### config.mk
export PLATFORM = sky130hd
export DESIGN_NAME = trimmed_mean_channel_scan_comparator_top_flat
export DESIGN_NICKNAME = d
export VERILOG_FILES = /design/src/tmcs_pkg.sv /design/src/tmcs_if.sv /design/src/trimmed_mean_channel_scan_comparator_top.sv /design/src/tmcs_cfg_regs.sv /design/src/tmcs_core.sv /design/src/flat_wrapper.sv
export SDC_FILE = /design/constraint.sdc
export NUM_CORES = 1
export LEC_CHECK = 0
export ABC_CLOCK_PERIOD_IN_PS = 10600
export BUFFER_PORTS_ARGS = -buffer_cell sky130_fd_sc_hd__buf_4
export CORE_UTILIZATION = 40
export CTS_BUF_LIST = sky130_fd_sc_hd__clkbuf_4 sky130_fd_sc_hd__clkbuf_8
export DETAILED_ROUTE_END_ITERATION = 16
export PLACE_DENSITY_LB_ADDON = 0.2
export SLEW_MARGIN = 20
export SYNTH_ARGS = -nofsm -noshare
export SYNTH_HDL_FRONTEND = slang
export SYNTH_SLANG_ARGS = --single-unit
### constraint.sdc
create_clock -name clk -period 10.6 [get_ports clk]
set_input_delay 0.53 -clock clk [delete_from_list [all_inputs] [get_ports clk]]
set_output_delay 0.53 -clock clk [all_outputs]
set_load 0.03 [all_outputs]
### src/tmcs_pkg.sv
// tmcs_pkg: widths, reset values and shared types for the trimmed-mean channel scanner
// no dependencies; imported by the interfaces and every module of the block
package tmcs_pkg;

  localparam int SAMPLE_W    = 12;
  localparam int CH_W        = 4;
  localparam int IDX_W       = 4;
  localparam int SUM_W       = 16;
  localparam int THR_W       = 16;
  localparam int STATUS_W    = 16;
  localparam int REG_W       = 64;
  localparam int REG_COUNT   = 4;
  localparam int LANES       = REG_W / THR_W;
  localparam int CFG_INDEX_W = 8;

  localparam int SAMPLES_PER_MEASURE = 10;
  localparam int AVG_SHIFT           = 3;

  localparam logic [IDX_W-1:0]    LAST_INDEX   = IDX_W'(SAMPLES_PER_MEASURE - 1);
  localparam logic [SAMPLE_W-1:0] SMALLEST_RST = '1;
  localparam logic [THR_W-1:0]    THR_DEFAULT  = 16'd1900;
  localparam logic [REG_W-1:0]    THR_REG_RST  = {LANES{THR_DEFAULT}};

  typedef logic [REG_COUNT-1:0][REG_W-1:0] thr_regs_t;

  typedef struct packed {
    logic [CH_W-1:0]     measured_channel;
    logic [SAMPLE_W-1:0] trimmed_average;
    logic                above_threshold;
    logic                scan_complete;
    logic [STATUS_W-1:0] inverted_status;
    logic [CH_W-1:0]     next_channel;
  } result_t;

endpackage

### src/tmcs_if.sv
// tmcs channel interfaces: sample input, result output and register write port
// depends on tmcs_pkg for field widths
interface tmcs_sample_if;
  import tmcs_pkg::*;
  logic                valid;
  logic                ready;
  logic [SAMPLE_W-1:0] adc_sample;
  modport source (output valid, output adc_sample, input ready);
  modport sink (input valid, input adc_sample, output ready);
endinterface

interface tmcs_result_if;
  import tmcs_pkg::*;
  logic                valid;
  logic                ready;
  logic [CH_W-1:0]     measured_channel;
  logic [SAMPLE_W-1:0] trimmed_average;
  logic                above_threshold;
  logic                scan_complete;
  logic [STATUS_W-1:0] inverted_status;
  logic [CH_W-1:0]     next_channel;
  modport source (output valid, output measured_channel, output trimmed_average,
                  output above_threshold, output scan_complete, output inverted_status,
                  output next_channel, input ready);
  modport sink (input valid, input measured_channel, input trimmed_average,
                input above_threshold, input scan_complete, input inverted_status,
                input next_channel, output ready);
endinterface

interface tmcs_cfg_if;
  import tmcs_pkg::*;
  logic                   valid;
  logic                   ready;
  logic [CFG_INDEX_W-1:0] index;
  logic [REG_W-1:0]       data;
  modport source (output valid, output index, output data, input ready);
  modport sink (input valid, input index, input data, output ready);
endinterface

### src/trimmed_mean_channel_scan_comparator_top.sv
// Trimmed-mean channel scanner: one 12-bit sample word is taken per clock, back to back.
// Every tenth sample closes a measurement of the selected channel and a result word
// is registered from the sample register into the output register; the rate is
// set by the sum/max/min update in the sample stage, which stalls only
// when a finishing sample meets a full output register. Thresholds reset to 1900.
// depends on tmcs_pkg, tmcs_if, tmcs_cfg_regs and tmcs_core
module trimmed_mean_channel_scan_comparator_top #(
  parameter int CHANNEL_COUNT = 16
) (
  input logic           clk,
  input logic           rst,
  tmcs_sample_if.sink   sample,
  tmcs_result_if.source result,
  tmcs_cfg_if.sink      cfg
);
  import tmcs_pkg::*;

  thr_regs_t thresholds;

  tmcs_cfg_regs u_cfg_regs (
    .clk        (clk),
    .rst        (rst),
    .cfg        (cfg),
    .thresholds (thresholds)
  );

  tmcs_core #(
    .CHANNEL_COUNT (CHANNEL_COUNT)
  ) u_core (
    .clk        (clk),
    .rst        (rst),
    .sample     (sample),
    .result     (result),
    .thresholds (thresholds)
  );

endmodule

### src/tmcs_cfg_regs.sv
// tmcs_cfg_regs: the four packed threshold registers behind the write port
// depends on tmcs_pkg and tmcs_cfg_if
module tmcs_cfg_regs (
  input  logic                clk,
  input  logic                rst,
  tmcs_cfg_if.sink            cfg,
  output tmcs_pkg::thr_regs_t thresholds
);
  import tmcs_pkg::*;

  thr_regs_t regs;

  assign cfg.ready  = 1'b1;
  assign thresholds = regs;

  always_ff @(posedge clk) begin
    if (rst) begin
      regs <= {REG_COUNT{THR_REG_RST}};
    end else if (cfg.valid && cfg.ready && (cfg.index < CFG_INDEX_W'(REG_COUNT))) begin
      regs[cfg.index[$clog2(REG_COUNT)-1:0]] <= cfg.data;
    end
  end

endmodule

### src/tmcs_core.sv
// tmcs_core: sample register, per-channel accumulate/trim/compare and result register
// depends on tmcs_pkg, tmcs_sample_if and tmcs_result_if
module tmcs_core #(
  parameter int CHANNEL_COUNT = 16
) (
  input  logic                clk,
  input  logic                rst,
  tmcs_sample_if.sink         sample,
  tmcs_result_if.source       result,
  input  tmcs_pkg::thr_regs_t thresholds
);
  import tmcs_pkg::*;

  localparam logic [CH_W-1:0] LAST_CH = CH_W'(CHANNEL_COUNT - 1);

  logic                s1_valid;
  logic [SAMPLE_W-1:0] s1_sample;
  logic [IDX_W-1:0]    sample_index;
  logic [SUM_W-1:0]    running_sum;
  logic [SAMPLE_W-1:0] largest_sample;
  logic [SAMPLE_W-1:0] smallest_sample;
  logic [CH_W-1:0]     current_channel;
  logic [STATUS_W-1:0] working_status;
  logic [STATUS_W-1:0] published_status;
  logic                out_valid;
  result_t             res;

  logic                out_free;
  logic                s1_last;
  logic                s1_fire;
  logic [SUM_W-1:0]    sum_next;
  logic [SAMPLE_W-1:0] largest_next;
  logic [SAMPLE_W-1:0] smallest_next;
  logic [SUM_W-1:0]    trimmed;
  logic [SAMPLE_W-1:0] avg;
  logic [THR_W-1:0]    thr;
  logic                above;
  logic                done;
  logic [CH_W-1:0]     channel_next;
  logic [STATUS_W-1:0] working_next;
  logic [STATUS_W-1:0] published_next;

  // sample stage only waits when it would finish a measurement into a full output
  assign out_free     = !out_valid || result.ready;
  assign s1_last      = sample_index == LAST_INDEX;
  assign s1_fire      = s1_valid && (!s1_last || out_free);
  assign sample.ready = !s1_valid || s1_fire;

  always_comb begin
    sum_next       = running_sum + SUM_W'(s1_sample);
    largest_next   = (s1_sample > largest_sample) ? s1_sample : largest_sample;
    smallest_next  = (s1_sample < smallest_sample) ? s1_sample : smallest_sample;
    trimmed        = sum_next - SUM_W'(largest_next) - SUM_W'(smallest_next);
    avg            = trimmed[AVG_SHIFT +: SAMPLE_W];
    thr            = thresholds[current_channel[CH_W-1:2]][{current_channel[1:0], 4'b0000} +: THR_W];
    above          = SUM_W'(avg) > thr;
    done           = current_channel == LAST_CH;
    channel_next   = done ? '0 : current_channel + 1'b1;
    working_next   = working_status;
    // channel n owns status bit 15 - n
    working_next[~current_channel] = above;
    published_next = done ? working_next : published_status;
  end

  always_ff @(posedge clk) begin
    if (rst) begin
      s1_valid         <= 1'b0;
      sample_index     <= '0;
      running_sum      <= '0;
      largest_sample   <= '0;
      smallest_sample  <= SMALLEST_RST;
      current_channel  <= '0;
      working_status   <= '0;
      published_status <= '0;
      out_valid        <= 1'b0;
    end else begin
      if (sample.valid && sample.ready) begin
        s1_valid <= 1'b1;
      end else if (s1_fire) begin
        s1_valid <= 1'b0;
      end
      if (s1_fire) begin
        if (s1_last) begin
          sample_index     <= '0;
          running_sum      <= '0;
          largest_sample   <= '0;
          smallest_sample  <= SMALLEST_RST;
          current_channel  <= channel_next;
          working_status   <= working_next;
          published_status <= published_next;
        end else begin
          sample_index    <= sample_index + 1'b1;
          running_sum     <= sum_next;
          largest_sample  <= largest_next;
          smallest_sample <= smallest_next;
        end
      end
      if (s1_fire && s1_last) begin
        out_valid <= 1'b1;
      end else if (result.ready) begin
        out_valid <= 1'b0;
      end
    end
  end

  always_ff @(posedge clk) begin
    if (sample.valid && sample.ready) begin
      s1_sample <= sample.adc_sample;
    end
    if (s1_fire && s1_last) begin
      res.measured_channel <= current_channel;
      res.trimmed_average  <= avg;
      res.above_threshold  <= above;
      res.scan_complete    <= done;
      res.inverted_status  <= ~published_next;
      res.next_channel     <= channel_next;
    end
  end

  assign result.valid            = out_valid;
  assign result.measured_channel = res.measured_channel;
  assign result.trimmed_average  = res.trimmed_average;
  assign result.above_threshold  = res.above_threshold;
  assign result.scan_complete    = res.scan_complete;
  assign result.inverted_status  = res.inverted_status;
  assign result.next_channel     = res.next_channel;

`ifndef SYNTH
  a_finish_restarts: assert property (@(posedge clk) disable iff (rst)
    s1_fire && s1_last |=> out_valid && sample_index == '0 && running_sum == '0)
    else $error("measurement finish did not restart accumulators");

  a_channel_range: assert property (@(posedge clk) disable iff (rst)
    current_channel <= LAST_CH)
    else $error("channel left the configured range");

  a_scan_wraps: assert property (@(posedge clk) disable iff (rst)
    out_valid && res.scan_complete |-> res.next_channel == '0)
    else $error("scan complete without wrap to channel zero");

  a_result_source: assert property (@(posedge clk) disable iff (rst)
    $rose(out_valid) |-> $past(s1_fire && s1_last))
    else $error("result appeared without a finished measurement");

  a_stall_blocks: assert property (@(posedge clk) disable iff (rst)
    s1_valid && s1_last && !out_free |-> !sample.ready && !s1_fire)
    else $error("finishing sample advanced into a full output");
`endif

endmodule
### src/flat_wrapper.sv
// flat-port wrapper written by rule: the top's interface ports become plain ports
module trimmed_mean_channel_scan_comparator_top_flat import tmcs_pkg::*;
#(
  parameter int CHANNEL_COUNT = 16
)
  (clk, rst, sample_valid, sample_adc_sample, sample_ready, result_valid, result_measured_channel, result_trimmed_average, result_above_threshold, result_scan_complete, result_inverted_status, result_next_channel, result_ready, cfg_valid, cfg_index, cfg_data, cfg_ready);
  tmcs_sample_if sample_i ();
  tmcs_result_if result_i ();
  tmcs_cfg_if cfg_i ();
  input logic clk;
  input logic rst;
  input wire logic [$bits(sample_i.valid)-1:0] sample_valid;
  input wire logic [$bits(sample_i.adc_sample)-1:0] sample_adc_sample;
  output wire logic [$bits(sample_i.ready)-1:0] sample_ready;
  output wire logic [$bits(result_i.valid)-1:0] result_valid;
  output wire logic [$bits(result_i.measured_channel)-1:0] result_measured_channel;
  output wire logic [$bits(result_i.trimmed_average)-1:0] result_trimmed_average;
  output wire logic [$bits(result_i.above_threshold)-1:0] result_above_threshold;
  output wire logic [$bits(result_i.scan_complete)-1:0] result_scan_complete;
  output wire logic [$bits(result_i.inverted_status)-1:0] result_inverted_status;
  output wire logic [$bits(result_i.next_channel)-1:0] result_next_channel;
  input wire logic [$bits(result_i.ready)-1:0] result_ready;
  input wire logic [$bits(cfg_i.valid)-1:0] cfg_valid;
  input wire logic [$bits(cfg_i.index)-1:0] cfg_index;
  input wire logic [$bits(cfg_i.data)-1:0] cfg_data;
  output wire logic [$bits(cfg_i.ready)-1:0] cfg_ready;
  assign sample_i.valid = sample_valid;
  assign sample_i.adc_sample = sample_adc_sample;
  assign sample_ready = sample_i.ready;
  assign result_valid = result_i.valid;
  assign result_measured_channel = result_i.measured_channel;
  assign result_trimmed_average = result_i.trimmed_average;
  assign result_above_threshold = result_i.above_threshold;
  assign result_scan_complete = result_i.scan_complete;
  assign result_inverted_status = result_i.inverted_status;
  assign result_next_channel = result_i.next_channel;
  assign result_i.ready = result_ready;
  assign cfg_i.valid = cfg_valid;
  assign cfg_i.index = cfg_index;
  assign cfg_i.data = cfg_data;
  assign cfg_ready = cfg_i.ready;
  trimmed_mean_channel_scan_comparator_top #(.CHANNEL_COUNT(CHANNEL_COUNT)) u_core (.clk(clk), .rst(rst), .sample(sample_i), .result(result_i), .cfg(cfg_i));
endmodule
==> qor.yml <==
cts:
  cts_sinks: 386
  clk_pin_slew_ns: 0.06
  cts_resized: 0
  clk_path_buf_depth: 3
  cts_hold_buf: 0
  numCtsBuffers: 68
  htreeDepth: 3
  clkLatencyLatePin_ns: 0.61
  post_cts_buffers: 0
  cts_root_buf: "clkbuf_8"
  cts_tree: "yes"
drt:
  avgViaCountPerCell: 5.34
  num_vias: 14200
  totalWireLength_um: 49100
  routedWlPerCell_um: 18.4
  drtPass1Iterations: 6
  drc_errors: 0
  drtAntennaViolNets: 0
  drtIter0Drc: 1015
floorplanning:
  die_y_um: 214
  dieArea_um2: 45700
  core_um2: 44200
  rows: 77
  num_io_pins: 130
  fp.dieW_um: 214
  start_util: 0.405
sta:
  maxSlewViolCount: 0
  rsz0062_at_grt: "no"
  hold_violations: 0
  tightest_slew_ns: 0.978
  setup_tns_ns: 0
  setup_viol: 0
  fin_crit_sh: 0.656
  period_minus_slack_ns: 6.95
  finalWorstSetupSlack_ns: 3.65
  fmax_mhz: 144
  fin_skew_ns: 0.0267
  maxSlewHeadroom: 0.344
place:
  io_buffer_count: 128
  place_inst: 2557
  gp_congestion: 0.810
  place_ws_ns: 3.71
  dp_hpwl_um: 29900
  dpl_cell_area_um2: 19300
yosys:
  synth_top_flop_cell: "dfxtp_1"
  synthesis.area_um2: 17900
  synth-seq-area-share: 0.459
  synth_edf_count: 50
  yosys_warnings: 0
  async_flop_share: 0
  synth_nets: 2113
  synth.ff_latch_count: 386
  postSynthAreaPerCell_um2: 9.20
  yosysUniqueCellTypes: 66
  postSynthCellCount: 1948
setup_path:
  worstPathMaxFanout: 21
  cp-end-kind: "flop"
  critical-path-slowest-cell: "a2111oi_1"
  path_delay_family: "compound AO/OA/AOI/OAI gates"
  arrival_ns: 7.43
  r2r_slack_ns: 3.65
  path_class: "flop to flop"
  critPathRequiredTime_ns: 11.08
  cp.buffers_inverters: 2
  crit_path_max_incr_delay_ns: 0.82
  critPathLaunchType: "flop"
power_and_ir_drop:
  ir_worst_vdd_v: 0.0000884
  p_total_mw: 3.47
  leakagePower_nw: 7.93
  powerDensity_nw_per_um2: 168
grt:
  grt_pass1_wl_um: 77200
  antenna_found_initial: 3
  grt_use_total: 0.217
  overflow: 0
  grt_start_max_net_pins: 90
  grt_pass1_vias: 14100
final_layout:
  drive_gt1_frac: 0.166
  fin_nets: 2200
  fin_cells: 2668
  design_area_um2: 20600
  n_fill_cell: 4261
  syn2layout_area_growth_pct: 15.0
min_path:
  hold_path.class: "primary input to flop"
flow_run:
  maxCapViolCount: 0
outcome:
  status: "completed"
## worst reg2reg max path, delay by kind of cell (launching register included)
kind	cells	cell delay, ns
buf+inv	2	0.53
compound gates	17	3.65
xor+xnor	1	0.16
mux	2	0.46
simple gates	4	0.46
fa+ha+maj	4	1.11
flops	1	0.45
## placed cells by master, fill, tap and decap left out, types with 12 or more instances in the layout
cell / netlist / final
a211oi_1: 15 / 15
a21o_1: 13 / 13
a21oi_1: 184 / 184
a221o_1: 12 / 12
a22oi_1: 12 / 12
buf_4: 2 / 148
clkbuf_4: 0 / 26
clkbuf_8: 0 / 78
dfxtp_1: 336 / 334
edfxtp_1: 50 / 50
ha_1: 65 / 65
inv_1: 49 / 49
mux2i_1: 47 / 47
mux4_2: 62 / 62
nand2_1: 548 / 548
nand3_1: 18 / 17
nand3b_1: 115 / 115
nand4_1: 12 / 12
nor2_1: 84 / 81
nor3_1: 20 / 19
o21ai_0: 16 / 16
o2bb2ai_1: 12 / 12
xnor2_1: 16 / 16
## area by class of cell
type                       count  area, um2  area share
antenna                        1       2.50    0.000121
clock buffer                 103       1250      0.0609
clock inverter                 7       46.3     0.00225
inverter                      52        195     0.00947
multi-input combinational   1378       9000       0.437
sequential                   386       8240       0.400
tap                          592        741      0.0360
timing repair buffer         149       1120      0.0546
## metal layers
metal  share of wire  global-route usage
met2            0.47               0.357
met1            0.45               0.285
met5         0.00055                   0
met4           0.023              0.0739
met3           0.055              0.0426
## Yosys cell counts (20+ instances only)
cell type	count	share of area
a21oi_1	184	0.051
buf_2	22	0.0061
clkbuf_1	98	0.021
dfxtp_1	336	0.38
edfxtp_1	50	0.084
ha_1	65	0.045
inv_1	49	0.010
mux2i_1	47	0.026
mux4_2	62	0.078
nand2_1	548	0.11
nand3b_1	115	0.048
nor2_1	84	0.018
nor3_1	20	0.0056
## logic make-up after synthesis
kind of cell	Yosys count	share of synthesized area
AO/OA/AOI/OAI	309	0.106
XOR/XNOR	25	0.0122
adder cells (fa/ha/maj)	76	0.0577
buffers and inverters	184	0.0414
flip-flops	386	0.459
multiplexers	111	0.106
other	1	0.000209
AND/OR/NAND/NOR	856	0.218
## power by group
part / internal [mW] / total (mW) / leakage, nW / switching [mW]
Combinational: 0.254 / 0.578 / 4.07 / 0.325
Sequential: 1.52 / 1.54 / 3.18 / 0.0176
Clock: 0.748 / 1.35 / 0.682 / 0.607
Total: 2.52 / 3.47 / 7.93 / 0.949
## final timing paths
check	from	depth (start not counted)	to
min	sample_adc_sample[0]	1	u_core.u_core.s1_sample[0]$_DFFE_PP_
min reg2reg	u_core.u_cfg_regs.thresholds[176]$_SDFFE_PP0P_	2	u_core.u_cfg_regs.thresholds[176]$_SDFFE_PP0P_
max	u_core.u_core.s1_sample[1]$_DFFE_PP_	30	u_core.u_core.result.inverted_status[2]$_DFFE_PP_
max reg2reg	u_core.u_core.s1_sample[1]$_DFFE_PP_	30	u_core.u_core.result.inverted_status[2]$_DFFE_PP_
## flip-flops by register name, indices dropped and copies added (netlist names), 4 cells and up, named ones only
| register | flops |
|---|---|
| u_core.u_cfg_regs.thresholds | 256 |
| u_core.u_core.result.inverted_status | 16 |
| u_core.u_core.running_sum | 15 |
| u_core.u_core.working_status | 15 |
| u_core.u_core.largest_sample | 12 |
| u_core.u_core.result.trimmed_average | 12 |
| u_core.u_core.s1_sample | 12 |
| u_core.u_core.smallest_sample | 12 |
| u_core.u_core.current_channel | 4 |
| u_core.u_core.result.measured_channel | 4 |
| u_core.u_core.result.next_channel | 4 |
| u_core.u_core.sample_index | 4 |
## metrics by stage
stage | util | hold WS, ns
final | 0.466 | 0.0910
after global routing | 0.466 | 0.0623
after global placement | 0.436 | 0.435
after CTS | 0.466 | 0.0461
after detailed placement | 0.436 | 0.441
after floorplan | - | 0.426
Note: power is estimated with default switching activity, not from simulation.
